**config.mk**
```make
export PLATFORM = sky130hd
export DESIGN_NAME = pid_position_step_top
export DESIGN_NICKNAME = d
export VERILOG_FILES = /design/src/rtl/core/pps_pkg.sv /design/src/rtl/core/pps_mac.sv /design/src/rtl/core/pid_position_step_top.sv
export SDC_FILE = /design/constraint.sdc
export NUM_CORES = 2
export LEC_CHECK = 0
export ABC_AREA = 1
export BUFFER_PORTS_ARGS = -buffer_cell sky130_fd_sc_hd__buf_4
export CORE_MARGIN = 2
export CORE_UTILIZATION = 60
export DETAILED_ROUTE_END_ITERATION = 10
export GPL_TIMING_DRIVEN = 1
export HOLD_SLACK_MARGIN = 0.15
export PLACE_DENSITY = 0.8
export SYNTH_ARGS = -nofsm -noshare
export SYNTH_HDL_FRONTEND = slang
export SYNTH_HIERARCHICAL = 1
export SYNTH_SLANG_ARGS = --single-unit
```
**constraint.sdc**
```tcl
create_clock -name clk -period 7.2 [get_ports clk]
set_input_delay 0 -clock clk [delete_from_list [all_inputs] [get_ports clk]]
set_output_delay 0 -clock clk [all_outputs]
set_load 0.02 [all_outputs]
```
**src/rtl/core/pps_pkg.sv**
```systemverilog
// Shared types, constants and reset values for the position PID step block.
package pps_pkg;

  // Default fixed-point layout.
  localparam int POS_FRAC_BITS_DEF  = 16;
  localparam int GAIN_FRAC_BITS_DEF = 12;
  localparam int INTEGRAL_WIDTH_DEF = 40;

  // Fixed field and datapath widths.
  localparam int POS_W       = 32;
  localparam int DERIV_W     = 33;
  localparam int GAIN_W      = 16;
  localparam int LIMIT_W     = 31;
  localparam int DLIM_W      = 8;
  localparam int DRIVE_W     = 12;
  localparam int OUT_TDATA_W = 16;
  localparam int CFG_AW      = 3;
  localparam int CFG_DW      = 32;

  // Shared multiplier: signed operand A times unsigned gain-format operand B.
  localparam int OPA_W = 33;
  // Wide operands are split at this bit into a low and a high pass.
  localparam int LO_W  = 24;
  localparam int ACC_W = 64;

  // The integral term is held within plus or minus 2^61 before summing.
  localparam logic signed [ACC_W-1:0] TERM_CLAMP = 64'sh2000_0000_0000_0000;

  // Register reset values.
  localparam logic signed [POS_W-1:0] RST_TARGET  = 32'sd0;
  localparam logic [GAIN_W-1:0]       RST_KP      = 16'd8192;
  localparam logic [GAIN_W-1:0]       RST_KI      = 16'd164;
  localparam logic [GAIN_W-1:0]       RST_KD      = 16'd0;
  localparam logic [LIMIT_W-1:0]      RST_ILIM    = 31'd3276800;
  localparam logic [DLIM_W-1:0]       RST_DLIM    = 8'd127;
  localparam logic [LIMIT_W-1:0]      RST_TOL     = 31'd1966;
  localparam logic [GAIN_W-1:0]       RST_OSCALE  = 16'd4096;

  typedef enum logic [CFG_AW-1:0] {
    REG_TARGET     = 3'd0,
    REG_KP         = 3'd1,
    REG_KI         = 3'd2,
    REG_KD         = 3'd3,
    REG_ILIM       = 3'd4,
    REG_DLIM       = 3'd5,
    REG_TOL        = 3'd6,
    REG_OSCALE     = 3'd7
  } cfg_idx_t;

  typedef enum logic [3:0] {
    ST_IDLE,
    ST_ERR,
    ST_INTG,
    ST_KI_LO,
    ST_KI_HI,
    ST_KP,
    ST_KD,
    ST_SUM,
    ST_LIMIT,
    ST_SC_LO,
    ST_SC_HI,
    ST_SC_SUM,
    ST_OUT
  } state_t;

  // Control that travels with one product through the multiplier register.
  typedef struct packed {
    logic add;    // add the product into the accumulator
    logic hi;     // product belongs to the high split, shift it up by LO_W
    logic clamp;  // clamp the accumulator to the integral term range first
  } mac_ctl_t;

endpackage

```
**src/rtl/core/pps_mac.sv**
```systemverilog
// Shared multiply-accumulate unit: registered product, then a 64-bit accumulate.
module pps_mac (
  input  logic                               clk,
  input  logic                               rst_n,
  input  pps_pkg::mac_ctl_t                  ctl,
  input  logic                               clear,
  input  logic signed [pps_pkg::OPA_W-1:0]   op_a,
  input  logic        [pps_pkg::GAIN_W-1:0]  op_b,
  output logic signed [pps_pkg::ACC_W-1:0]   acc
);
  import pps_pkg::*;

  localparam int PROD_W = OPA_W + GAIN_W + 1;

  logic signed [PROD_W-1:0] prod_r;
  logic signed [PROD_W-1:0] prod_nxt;
  mac_ctl_t                 pctl_r;
  logic signed [ACC_W-1:0]  acc_r;
  logic signed [ACC_W-1:0]  acc_nxt;
  logic signed [ACC_W-1:0]  base;
  logic signed [ACC_W-1:0]  addend;
  logic        [ACC_W-1:0]  prod_ext;

  always_comb begin
    prod_nxt = op_a * $signed({1'b0, op_b});
  end

  always_comb begin
    prod_ext = {{(ACC_W-PROD_W){prod_r[PROD_W-1]}}, prod_r};
    if (pctl_r.hi) begin
      addend = $signed({prod_ext[ACC_W-1-LO_W:0], {LO_W{1'b0}}});
    end else begin
      addend = $signed(prod_ext);
    end
    base = acc_r;
    if (pctl_r.clamp) begin
      if (acc_r > TERM_CLAMP) begin
        base = TERM_CLAMP;
      end else if (acc_r < -TERM_CLAMP) begin
        base = -TERM_CLAMP;
      end
    end
    acc_nxt = acc_r;
    if (clear) begin
      acc_nxt = '0;
    end else if (pctl_r.add) begin
      acc_nxt = base + addend;
    end
  end

  always_ff @(posedge clk) begin
    prod_r <= prod_nxt;
    if (!rst_n) begin
      pctl_r <= '0;
      acc_r  <= '0;
    end else begin
      pctl_r <= ctl;
      acc_r  <= acc_nxt;
    end
  end

  assign acc = acc_r;

endmodule

```
**src/rtl/core/pid_position_step_top.sv**
```systemverilog
// Top level of the position PID step block: registers, sequencer and datapath.
//
// Usage: each input beat is one control tick. in_tdata carries the encoder
// position and in_tuser the restart flag, which clears the integral and the
// last error before the tick is computed. Each tick yields exactly one output
// beat with the scaled, clamped drive command and the done flag.
//
// Timing: in_tready is high only while the block is idle. After a beat is
// accepted, the result is loaded into the output register at the end of
// the sequence and in_tready rises again in the same cycle, so a new tick
// is taken only once the last result has been loaded. The pace is set by
// the single shared multiplier, which runs six passes per tick (two for
// the integral term, one each for the proportional and derivative terms,
// two for the output scaling), each product registered, then accumulated.
//
// Reset (rst_n low at a clock edge) restores all gain and limit registers to
// their defaults, clears the integral and the last error, and empties the
// output register. If the receiver stalls, the result waits in the output
// register; a new tick may still be accepted and computed meanwhile, and the
// block only holds its next result back until the waiting one is taken.
// Configuration writes take effect at once and should be made while idle.
module pid_position_step_top #(
  parameter int POS_FRAC_BITS  = pps_pkg::POS_FRAC_BITS_DEF,
  parameter int GAIN_FRAC_BITS = pps_pkg::GAIN_FRAC_BITS_DEF,
  parameter int INTEGRAL_WIDTH = pps_pkg::INTEGRAL_WIDTH_DEF
) (
  input  logic                                clk,
  input  logic                                rst_n,
  // Input channel.
  input  logic                                in_tvalid,
  output logic                                in_tready,
  input  logic [pps_pkg::POS_W-1:0]           in_tdata,   // [31:0] position
  input  logic                                in_tuser,   // [0] restart
  // Result channel.
  output logic                                out_tvalid,
  input  logic                                out_tready,
  output logic [pps_pkg::OUT_TDATA_W-1:0]     out_tdata,  // [11:0] drive, [12] done_res
  // Configuration write port.
  input  logic                                cfg_we,
  input  logic [pps_pkg::CFG_AW-1:0]          cfg_addr,
  input  logic [pps_pkg::CFG_DW-1:0]          cfg_wdata
);
  import pps_pkg::*;

  localparam int IW         = INTEGRAL_WIDTH;
  localparam int PROD_FRAC  = POS_FRAC_BITS + GAIN_FRAC_BITS;
  localparam int SC_SHIFT   = PROD_FRAC + GAIN_FRAC_BITS;
  // The clamped sum magnitude is at most drive_limit scaled by PROD_FRAC.
  localparam int MAG_W      = (PROD_FRAC + DLIM_W > LO_W) ? PROD_FRAC + DLIM_W : LO_W + 1;
  localparam int IHI_W      = IW - LO_W;
  localparam int MHI_W      = MAG_W - LO_W;

  localparam logic signed [POS_W+1:0] E_HI = 34'sd2147483647;
  localparam logic signed [POS_W+1:0] E_LO = -34'sd2147483648;
  localparam logic [DRIVE_W-1:0]      DRIVE_MAX = 12'h7FF;
  localparam logic [DRIVE_W-1:0]      DRIVE_MIN = 12'h800;
  localparam logic [ACC_W-1:0]        MAG_POS_MAX = 64'd2047;
  localparam logic [ACC_W-1:0]        MAG_NEG_MAX = 64'd2048;

  // Configuration registers.
  logic signed [POS_W-1:0]   target_r;
  logic [GAIN_W-1:0]         kp_r;
  logic [GAIN_W-1:0]         ki_r;
  logic [GAIN_W-1:0]         kd_r;
  logic [LIMIT_W-1:0]        ilim_r;
  logic [DLIM_W-1:0]         dlim_r;
  logic [LIMIT_W-1:0]        tol_r;
  logic [GAIN_W-1:0]         oscale_r;

  // Sequencer and datapath state.
  state_t                    state_r, state_nxt;
  logic signed [POS_W-1:0]   pos_r, pos_nxt;
  logic signed [POS_W-1:0]   e_r, e_nxt;
  logic signed [IW-1:0]      integral_r, integral_nxt;
  logic signed [POS_W-1:0]   prev_r, prev_nxt;
  logic signed [DERIV_W-1:0] deriv_r, deriv_nxt;
  logic                      done_r, done_nxt;
  logic [MAG_W-1:0]          mag_r, mag_nxt;
  logic                      neg_r, neg_nxt;
  logic                      out_tvalid_r, out_tvalid_nxt;
  logic [OUT_TDATA_W-1:0]    out_tdata_r, out_tdata_nxt;

  // Combinational helpers.
  logic                      in_accept;
  logic                      out_free;
  logic signed [POS_W+1:0]   e_wide;
  logic signed [POS_W-1:0]   e_sat;
  logic [POS_W-1:0]          abs_e;
  logic signed [IW:0]        int_sum;
  logic signed [IW-1:0]      int_sat;
  logic signed [DERIV_W-1:0] deriv_calc;
  logic signed [ACC_W-1:0]   acc;
  logic [ACC_W-1:0]          lim_u;
  logic [ACC_W-1:0]          abs_acc;
  logic [ACC_W-1:0]          m64;
  logic [DRIVE_W-1:0]        drive_val;

  // Multiplier controls.
  mac_ctl_t                  mac_ctl;
  logic                      mac_clear;
  logic signed [OPA_W-1:0]   op_a;
  logic [GAIN_W-1:0]         op_b;

  assign in_accept  = in_tvalid && in_tready;
  assign in_tready  = (state_r == ST_IDLE);
  assign out_free   = !out_tvalid_r || out_tready;
  assign out_tvalid = out_tvalid_r;
  assign out_tdata  = out_tdata_r;

  pps_mac u_mac (
    .clk   (clk),
    .rst_n (rst_n),
    .ctl   (mac_ctl),
    .clear (mac_clear),
    .op_a  (op_a),
    .op_b  (op_b),
    .acc   (acc)
  );

  // Next state.
  always_comb begin
    state_nxt = state_r;
    case (state_r)
      ST_IDLE:   if (in_accept) state_nxt = ST_ERR;
      ST_ERR:    state_nxt = ST_INTG;
      ST_INTG:   state_nxt = ST_KI_LO;
      ST_KI_LO:  state_nxt = ST_KI_HI;
      ST_KI_HI:  state_nxt = ST_KP;
      ST_KP:     state_nxt = ST_KD;
      ST_KD:     state_nxt = ST_SUM;
      ST_SUM:    state_nxt = ST_LIMIT;
      ST_LIMIT:  state_nxt = ST_SC_LO;
      ST_SC_LO:  state_nxt = ST_SC_HI;
      ST_SC_HI:  state_nxt = ST_SC_SUM;
      ST_SC_SUM: state_nxt = ST_OUT;
      ST_OUT:    if (out_free) state_nxt = ST_IDLE;
      default:   state_nxt = ST_IDLE;
    endcase
  end

  // Multiplier operand selection for each pass.
  always_comb begin
    mac_ctl   = '0;
    mac_clear = 1'b0;
    op_a      = '0;
    op_b      = '0;
    case (state_r)
      ST_INTG: begin
        mac_clear = 1'b1;
      end
      ST_KI_LO: begin
        mac_ctl.add = 1'b1;
        op_a = $signed({{(OPA_W-LO_W){1'b0}}, integral_r[LO_W-1:0]});
        op_b = ki_r;
      end
      ST_KI_HI: begin
        mac_ctl.add = 1'b1;
        mac_ctl.hi  = 1'b1;
        op_a = $signed({{(OPA_W-IHI_W){integral_r[IW-1]}}, integral_r[IW-1:LO_W]});
        op_b = ki_r;
      end
      ST_KP: begin
        mac_ctl.add   = 1'b1;
        mac_ctl.clamp = 1'b1;
        op_a = $signed({e_r[POS_W-1], e_r});
        op_b = kp_r;
      end
      ST_KD: begin
        mac_ctl.add = 1'b1;
        op_a = deriv_r;
        op_b = kd_r;
      end
      ST_LIMIT: begin
        mac_clear = 1'b1;
      end
      ST_SC_LO: begin
        mac_ctl.add = 1'b1;
        op_a = $signed({{(OPA_W-LO_W){1'b0}}, mag_r[LO_W-1:0]});
        op_b = oscale_r;
      end
      ST_SC_HI: begin
        mac_ctl.add = 1'b1;
        mac_ctl.hi  = 1'b1;
        op_a = $signed({{(OPA_W-MHI_W){1'b0}}, mag_r[MAG_W-1:LO_W]});
        op_b = oscale_r;
      end
      default: ;
    endcase
  end

  // Arithmetic on the registered operands.
  always_comb begin
    e_wide = -$signed({{2{pos_r[POS_W-1]}}, pos_r})
             - $signed({{2{target_r[POS_W-1]}}, target_r});
    if (e_wide > E_HI) begin
      e_sat = E_HI[POS_W-1:0];
    end else if (e_wide < E_LO) begin
      e_sat = E_LO[POS_W-1:0];
    end else begin
      e_sat = e_wide[POS_W-1:0];
    end

    abs_e = e_r[POS_W-1] ? POS_W'(-e_r) : POS_W'(e_r);

    int_sum = $signed({integral_r[IW-1], integral_r})
              + $signed({{(IW+1-POS_W){e_r[POS_W-1]}}, e_r});
    if (int_sum[IW] != int_sum[IW-1]) begin
      int_sat = int_sum[IW] ? $signed({1'b1, {(IW-1){1'b0}}})
                            : $signed({1'b0, {(IW-1){1'b1}}});
    end else begin
      int_sat = int_sum[IW-1:0];
    end

    deriv_calc = $signed({e_r[POS_W-1], e_r}) - $signed({prev_r[POS_W-1], prev_r});

    lim_u   = {{(ACC_W-DLIM_W){1'b0}}, dlim_r} << PROD_FRAC;
    abs_acc = acc[ACC_W-1] ? ACC_W'(-acc) : ACC_W'(acc);

    // In the scaling passes the accumulator holds a nonnegative product.
    m64 = ACC_W'(acc) >> SC_SHIFT;
    if (neg_r) begin
      drive_val = (m64 > MAG_NEG_MAX) ? DRIVE_MIN : DRIVE_W'(12'd0 - m64[DRIVE_W-1:0]);
    end else begin
      drive_val = (m64 > MAG_POS_MAX) ? DRIVE_MAX : m64[DRIVE_W-1:0];
    end
  end

  // Datapath next values.
  always_comb begin
    pos_nxt        = pos_r;
    e_nxt          = e_r;
    integral_nxt   = integral_r;
    prev_nxt       = prev_r;
    deriv_nxt      = deriv_r;
    done_nxt       = done_r;
    mag_nxt        = mag_r;
    neg_nxt        = neg_r;
    out_tvalid_nxt = out_tvalid_r;
    out_tdata_nxt  = out_tdata_r;

    case (state_r)
      ST_IDLE: begin
        if (in_accept) begin
          pos_nxt = in_tdata;
          if (in_tuser) begin
            integral_nxt = '0;
            prev_nxt     = '0;
          end
        end
      end
      ST_ERR: begin
        e_nxt = e_sat;
      end
      ST_INTG: begin
        // Integrate only inside the error window; a zero ki holds it at zero.
        if (ki_r == '0) begin
          integral_nxt = '0;
        end else if (abs_e < {1'b0, ilim_r}) begin
          integral_nxt = int_sat;
        end else begin
          integral_nxt = '0;
        end
        deriv_nxt = deriv_calc;
        prev_nxt  = e_r;
        done_nxt  = (abs_e <= {1'b0, tol_r});
      end
      ST_LIMIT: begin
        if (acc > $signed(lim_u)) begin
          mag_nxt = lim_u[MAG_W-1:0];
          neg_nxt = 1'b0;
        end else if (acc < -$signed(lim_u)) begin
          mag_nxt = lim_u[MAG_W-1:0];
          neg_nxt = 1'b1;
        end else begin
          mag_nxt = abs_acc[MAG_W-1:0];
          neg_nxt = acc[ACC_W-1];
        end
      end
      default: ;
    endcase

    if (state_r == ST_OUT && out_free) begin
      out_tvalid_nxt = 1'b1;
      out_tdata_nxt  = {{(OUT_TDATA_W-DRIVE_W-1){1'b0}}, done_r, drive_val};
    end else if (out_tready) begin
      out_tvalid_nxt = 1'b0;
    end
  end

  always_ff @(posedge clk) begin
    pos_r       <= pos_nxt;
    e_r         <= e_nxt;
    deriv_r     <= deriv_nxt;
    done_r      <= done_nxt;
    mag_r       <= mag_nxt;
    neg_r       <= neg_nxt;
    out_tdata_r <= out_tdata_nxt;
    if (!rst_n) begin
      state_r      <= ST_IDLE;
      integral_r   <= '0;
      prev_r       <= '0;
      out_tvalid_r <= 1'b0;
    end else begin
      state_r      <= state_nxt;
      integral_r   <= integral_nxt;
      prev_r       <= prev_nxt;
      out_tvalid_r <= out_tvalid_nxt;
    end
  end

  // Configuration registers; every index of the port maps to a register.
  always_ff @(posedge clk) begin
    if (!rst_n) begin
      target_r <= RST_TARGET;
      kp_r     <= RST_KP;
      ki_r     <= RST_KI;
      kd_r     <= RST_KD;
      ilim_r   <= RST_ILIM;
      dlim_r   <= RST_DLIM;
      tol_r    <= RST_TOL;
      oscale_r <= RST_OSCALE;
    end else if (cfg_we) begin
      case (cfg_idx_t'(cfg_addr))
        REG_TARGET: target_r <= $signed(cfg_wdata[POS_W-1:0]);
        REG_KP:     kp_r     <= cfg_wdata[GAIN_W-1:0];
        REG_KI:     ki_r     <= cfg_wdata[GAIN_W-1:0];
        REG_KD:     kd_r     <= cfg_wdata[GAIN_W-1:0];
        REG_ILIM:   ilim_r   <= cfg_wdata[LIMIT_W-1:0];
        REG_DLIM:   dlim_r   <= cfg_wdata[DLIM_W-1:0];
        REG_TOL:    tol_r    <= cfg_wdata[LIMIT_W-1:0];
        REG_OSCALE: oscale_r <= cfg_wdata[GAIN_W-1:0];
        default: ;
      endcase
    end
  end

`ifndef SYNTHESIS
  // A restart beat leaves no integral and no last error behind.
  a_restart_clears: assert property (@(posedge clk) disable iff (!rst_n)
    (in_tvalid && in_tready && in_tuser) |=> (integral_r == '0 && prev_r == '0))
    else $error("restart did not clear the integral and last error");

  // A zero integral gain holds the integral at zero after its update.
  a_ki_zero_integral: assert property (@(posedge clk) disable iff (!rst_n)
    (state_r == ST_INTG && ki_r == '0) |=> (integral_r == '0))
    else $error("integral not zero with zero ki");

  // A zero drive limit leaves nothing to scale.
  a_zero_limit_mag: assert property (@(posedge clk) disable iff (!rst_n)
    (state_r == ST_LIMIT && dlim_r == '0) |=> (mag_r == '0))
    else $error("clamped magnitude nonzero with zero drive limit");
`endif

endmodule
```
# After elaboration in Yosys (flattened, before gate mapping)

Cells that the tools add are included.

Register bits after elaboration: 508
Output and inout port bits: 18

$add $sub $neg: 9
Multiply operators: 1
Magnitude comparators: 10
Equality and inequality tests: 23
Mux-type cells: 34
Bitwise operators: 1
Reductions and logical operators: 27

Operator list:

| cell                 | count |
|---|---|
| $mux 64              | 4 |
| $mux 40              | 6 |
| $pmux 33 s6          | 1 |
| $mux 32              | 4 |
| $mux 36              | 3 |
| $pmux 40 s2          | 1 |
| $add 64x64->64       | 1 |
| $gt 64x37->1         | 1 |
| $gt 64x63->1 const B | 1 |
| $lt 64x62->1 const B | 1 |
| $lt 64x64->1         | 1 |
| $neg 36->64          | 1 |
| $pmux 16 s4          | 1 |
| $pmux 32 s2          | 1 |
| $pmux 4 s13          | 1 |
| $mul 33x17->50       | 1 |
| $add 40x32->41       | 1 |
| $mux 12              | 3 |
| $neg 36->36          | 1 |
| $gt 34x32->1 const B | 1 |
| $lt 34x32->1 const B | 1 |
| $neg 32->34          | 1 |
| $sub 34x32->34       | 1 |
| $sub 32x32->33       | 1 |
| other kinds (30)     | 66 |

# Logic depth before layout (Yosys ltp)

Depth after elaboration: 6
Mapped depth: 39
Depth with buffers taken out: 36

# Hierarchy

Netlist, hierarchy kept.

By module, submodules not included:

| module                | times used | cells each | area each (um2) | sequential area each (um2) |
|---|---|---|---|---|
| pps_mac               | 1          | 4,328      | 29,419.5        | 2,342.2 |
| pid_position_step_top | 1          | 3,653      | 26,754.4        | 9,308.9 |

# Worst setup path after synthesis

OpenSTA, ideal clock, no wires.

Path kind: register to register
Start: reg state_r[2]
End: reg u_mac.prod_r[49]
Setup time: 0.122 ns
Data arrival time: 7.052 ns
Path slack: 0.026 ns
Cell stages (with the launch flop): 30
Path buffers: 3
Period minus slack after synthesis: 7.174 ns
Cells stage by stage: dfxtp_1 > inv_1 > nor2_1 > inv_1 > nor2_1 > inv_1 > nand2_1 > clkbuf_1 > nand2_1 > nand3_1 > clkbuf_1 > clkbuf_1 > nand2_1 > fa_1 > inv_1 > fa_1 > fa_1 > fa_1 > fa_1 > inv_1 > fa_1 > inv_1 > ha_1 > a21oi_1 > inv_1 > a31oi_1 > o21ai_0 > a21oi_1 > nand3_1 > xor2_1

Word-level cells in the longest chain between the ends: 4
Elaborated cells between the ends (all ways): 11
Classes of those cells: mul (1); eq/ne (6); mux (2); reduce/logical (2)

RTL lines:

| what                               | line                         | text |
|---|---|---|
| start: declaration                 | pid_position_step_top.sv:71  | `state_t state_r, state_nxt;` |
| start signal: assignment           | pid_position_step_top.sv:304 | `state_r <= state_nxt;` |
| $eq 4x4->1 (tied with other cells) | pid_position_step_top.sv:147 | `case (state_r)` |
| $reduce_or 2->1 (no source line)   | -                            |  |
| $pmux 16 s4 (*)                    | pid_position_step_top.sv:147 |  |
| net op_b[6]                        | pid_position_step_top.sv:102 | `logic [GAIN_W-1:0] op_b;` |
| $mul 33x17->50 (*)                 | pps_mac.sv:25                | `prod_nxt = op_a * $signed({1'b0, op_b});` |
| net u_mac.prod_nxt[49]             | pps_mac.sv:16                | `logic signed [PROD_W-1:0] prod_nxt;` |
| end signal: assignment             | pps_mac.sv:52                | `prod_r <= prod_nxt;` |
| end: declaration                   | pps_mac.sv:15                | `logic signed [PROD_W-1:0] prod_r;` |

Mark *: on every way through the listed nets, which the timed path passes. The rest lies on a longest branch.
A chain may end at the register's enable or synchronous reset.

# Worst setup path after layout

Start: reg state_r[1]
End: reg u_mac.prod_r[29]

Elaborated cells between the ends (all ways): 11
Classes of those cells: mul (1); eq/ne (6); mux (2); reduce/logical (2)

RTL lines:

| what                               | line                         | text |
|---|---|---|
| $eq 4x4->1 (tied with other cells) | pid_position_step_top.sv:147 |  |
| $pmux 33 s6 (*)                    | pid_position_step_top.sv:147 |  |
| net op_a[6]                        | pid_position_step_top.sv:101 | `logic signed [OPA_W-1:0] op_a;` |
| $mul 33x17->50 (*)                 | pps_mac.sv:25                |  |
| net u_mac.prod_nxt[29]             | pps_mac.sv:16                |  |

Marks and branches as above.

==> impl_metrics.json <==
{
  "final.setup.tns_ns": 0,
  "power_leakage_nw": 32.2,
  "holdWs_ns": 0.186,
  "cts_root_buf": "clkbuf_16",
  "clkLatencyLatePin_ns": 0.70,
  "min_period_ns": 7.06,
  "coreArea_mm2": 0.0930,
  "post-route-util_pct": 67.9,
  "yosys-top-cells-count": "nand2_1 (1,944), inv_1 (1,649), nor2_1 (723)",
  "ant_nets": 0,
  "dr_wl_met2_mm": 86.4,
  "final-seq-area_mm2": 0.0117,
  "hold_viol_final": 0,
  "numPortBuffers": 87,
  "io_pins": 91,
  "gp_congestion": 1.02,
  "synth_seq_area_share_pct": 20.7,
  "crit_path_max_incr_delay_ns": 0.57,
  "slew_headroom_pct": 19.4,
  "max_clock_freq_mhz": 142,
  "clk_transition_reported_paths_ns": 0.06,
  "synth_top_cell_by_area": "fa_1",
  "num_rows": 112,
  "wl_per_cell_um": 20.3,
  "synth-edff-count": 148,
  "syn_inst": 7981,
  "syn_area_mm2": 0.0562,
  "die_x_um": 310,
  "async_reset_ff_share_pct": 0,
  "p_per_area_mw_per_mm2": 148,
  "drt_iter0_drc": 5411,
  "worstPathRequired_ns": 7.74,
  "setup_viol": 0,
  "path_class": "flip-flop to flip-flop",
  "swShare_pct": 36.6,
  "clock-sinks": 508,
  "grt_pass1_vias": 53300,
  "vias_per_cell": 5.71,
  "place_area_mm2": 0.0590,
  "dpl.hpwl_mm": 145,
  "cts_made_buffers": 59,
  "synth_warnings": 6,
  "drive_gt1_share_pct": 7.52,
  "drt_wl_total_mm": 192,
  "pre_cts_slack_ns": -0.270,
  "critPathLaunchType": "flip-flop",
  "antenna_found_initial": 3,
  "p_int_mw": 5.94,
  "met3WireLength_mm": 19.4,
  "die-area_mm2": 0.0961,
  "fin_crit_sh_pct": 98.0,
  "finalClockSkew_ns": 0.0543,
  "top_layer_used": "met5",
  "pwr-share-comb_pct": 29.9,
  "grt_use_total_pct": 39.3,
  "cts_max_level": 2,
  "slowest_stage": "fa_1",
  "critPathCaptureType": "flip-flop",
  "design_area_mm2": 0.0632,
  "synth_ff_type": "dfxtp_1",
  "clkPwrFrac_pct": 34.4,
  "ys_types": 59,
  "synth.area.top_cells": "fa_1 (18%), nand2_1 (13%), dfxtp_1 (13%), inv_1 (11%), ha_1 (9.6%)",
  "start_util_pct": 60.4,
  "crit_arrival_ns": 7.60,
  "worst_slack_ns": 0.141,
  "syn_area_per_cell_um2": 7.04,
  "grt_first_pass_wirelength_mm": 292,
  "grt_remaining_overflow": 0,
  "fp.dieH_um": 310,
  "fill_cells": 7913,
  "wl_met1_mm": 72.2,
  "p_sw_mw": 3.42,
  "dr.pass1.iters": 8,
  "worstPathMaxFanout": 13,
  "synth_most_common_cell": "nand2_1",
  "synthToLayoutAreaGrowth_pct": 12.5,
  "multi_input_area_mm2": 0.0375,
  "clk_path_buf_depth": 3,
  "cap_viol_max_count": 0,
  "ys_ff_latch": 508,
  "max_slew.worst_pin.slew_ns": 1.21,
  "cts_tree": "built",
  "rsz0062_at_grt": "true",
  "p_seq_share_pct": 35.7,
  "finalMaxSlewViolations": 0,
  "drc_errors": 0,
  "hp-class": "primary input to flip-flop",
  "yosys.area.top_type_share_pct": 18.1,
  "status": "finished clean",
  "grt_max_degree": 98,
  "nets": 9175,
  "ir_drop_v": 0.000209,
  "num_vias": 54100
}
## registers in the layout, summed over array words and instances, names as in the netlist, 3 cells and up
register / count
u_mac/acc: 64
u_mac/prod_r: 50
integral_r: 40
mag_r: 36
deriv_r: 33
e_r: 32
pos_r: 32
prev_r: 32
target_r: 32
ilim_r: 31
tol_r: 31
kd_r: 16
ki_r: 16
kp_r: 16
oscale_r: 16
out_tdata: 13
dlim_r: 8
state_r: 4
u_mac/pctl_r: 3
## cell type report
| cell class | instances | area share [%] |
|---|---|---|
| multi-input combinational | 5517 | 59.3 |
| antenna | 2 | 0.00792 |
| sequential | 508 | 18.4 |
| clock buffer | 83 | 2.69 |
| timing repair buffer | 409 | 6.60 |
| tap | 1254 | 2.48 |
| inverter | 1671 | 9.92 |
| clock inverter | 29 | 0.580 |
## per-layer routing
layer  GRT usage [%]  up-vias
li1                -    25000
met1            48.8    25300
met2            63.8     2936
met3            7.43      794
met4            23.2        4
met5               0        -
## stage by stage
stage	std cells	total power, mW
after floorplan	7983	5.16
after global placement	9198	5.94
after detailed placement	9198	5.99
after CTS	9435	9.23
after global routing	9472	9.76
final	9473	9.36
## power groups by stage
stage	Combinational, mW	Sequential, mW	Clock (mW)
floorplan	1.85	3.32	0
global placement	2.56	3.38	0
detailed placement	2.61	3.38	0
CTS	2.68	3.32	3.23
global route	3.06	3.34	3.36
finish	2.80	3.34	3.22
## worst max-delay path: cells and delay by family, from the launching register on
family	cells	cell delay [ns]
DFF	1	0.33
buffers and inverters	12	1.23
and+or+nand+nor	4	0.38
xor gates and xnor gates	1	0.21
adders and majority gates	7	3.47
AOI/OAI and AO/OA	6	1.31
## worst paths after layout
path                      startpoint                       end  slack, ns  cells past startpoint
min reg2reg         done_r$_DFFE_PP_   out_tdata[12]$_DFFE_PP_       0.44                      0
min                    cfg_wdata[29]    tol_r[29]$_SDFFE_PN0P_       0.19                      4
max reg2reg  state_r[1]$_SDFFE_PN0P_  u_mac/prod_r[29]$_DFF_P_       0.14                     30
max          state_r[1]$_SDFFE_PN0P_  u_mac/prod_r[29]$_DFF_P_       0.14                     30
## kinds of logic after synthesis
group | synth area share (%)
compound gates | 11.2
xor+xnor | 3.52
simple gates | 23.6
other cells | 0.00668
fa+ha+maj | 27.6
flops | 20.7
buf+inv | 13.3
## cell usage in the layout, fill, tap and decap left out, types with 14 or more instances in the layout
cell / instances
buf_4: 217
nand3_1: 243
a21oi_2: 25
nor2_1: 703
nor3_1: 59
inv_1: 1644
clkbuf_1: 14
dlygate4sd3_1: 125
fa_1: 502
edfxtp_1: 148
nand2_1: 1939
nand2_2: 35
nand4_1: 70
o211ai_1: 34
o21bai_1: 34
xor2_1: 154
o21ai_1: 28
ha_1: 423
nor2_2: 34
a21oi_1: 540
clkbuf_16: 71
nand3_2: 44
o21ai_0: 353
nor4_1: 20
dfxtp_1: 356
buf_12: 47
a22oi_1: 18
nand3b_1: 19
inv_2: 20
xnor2_1: 70
## what timing repair did
action | CTS | global route
hold endpoints to repair | 250 | 0
pin swaps | 0 | 33
hold buffers | 125 | 0
setup buffers | 0 | 27
endpoints found under the setup margin | 10 | 35
cloned | 0 | 9
gates resized for setup | 8 | 94
Note: power is estimated with default switching activity, not from simulation.
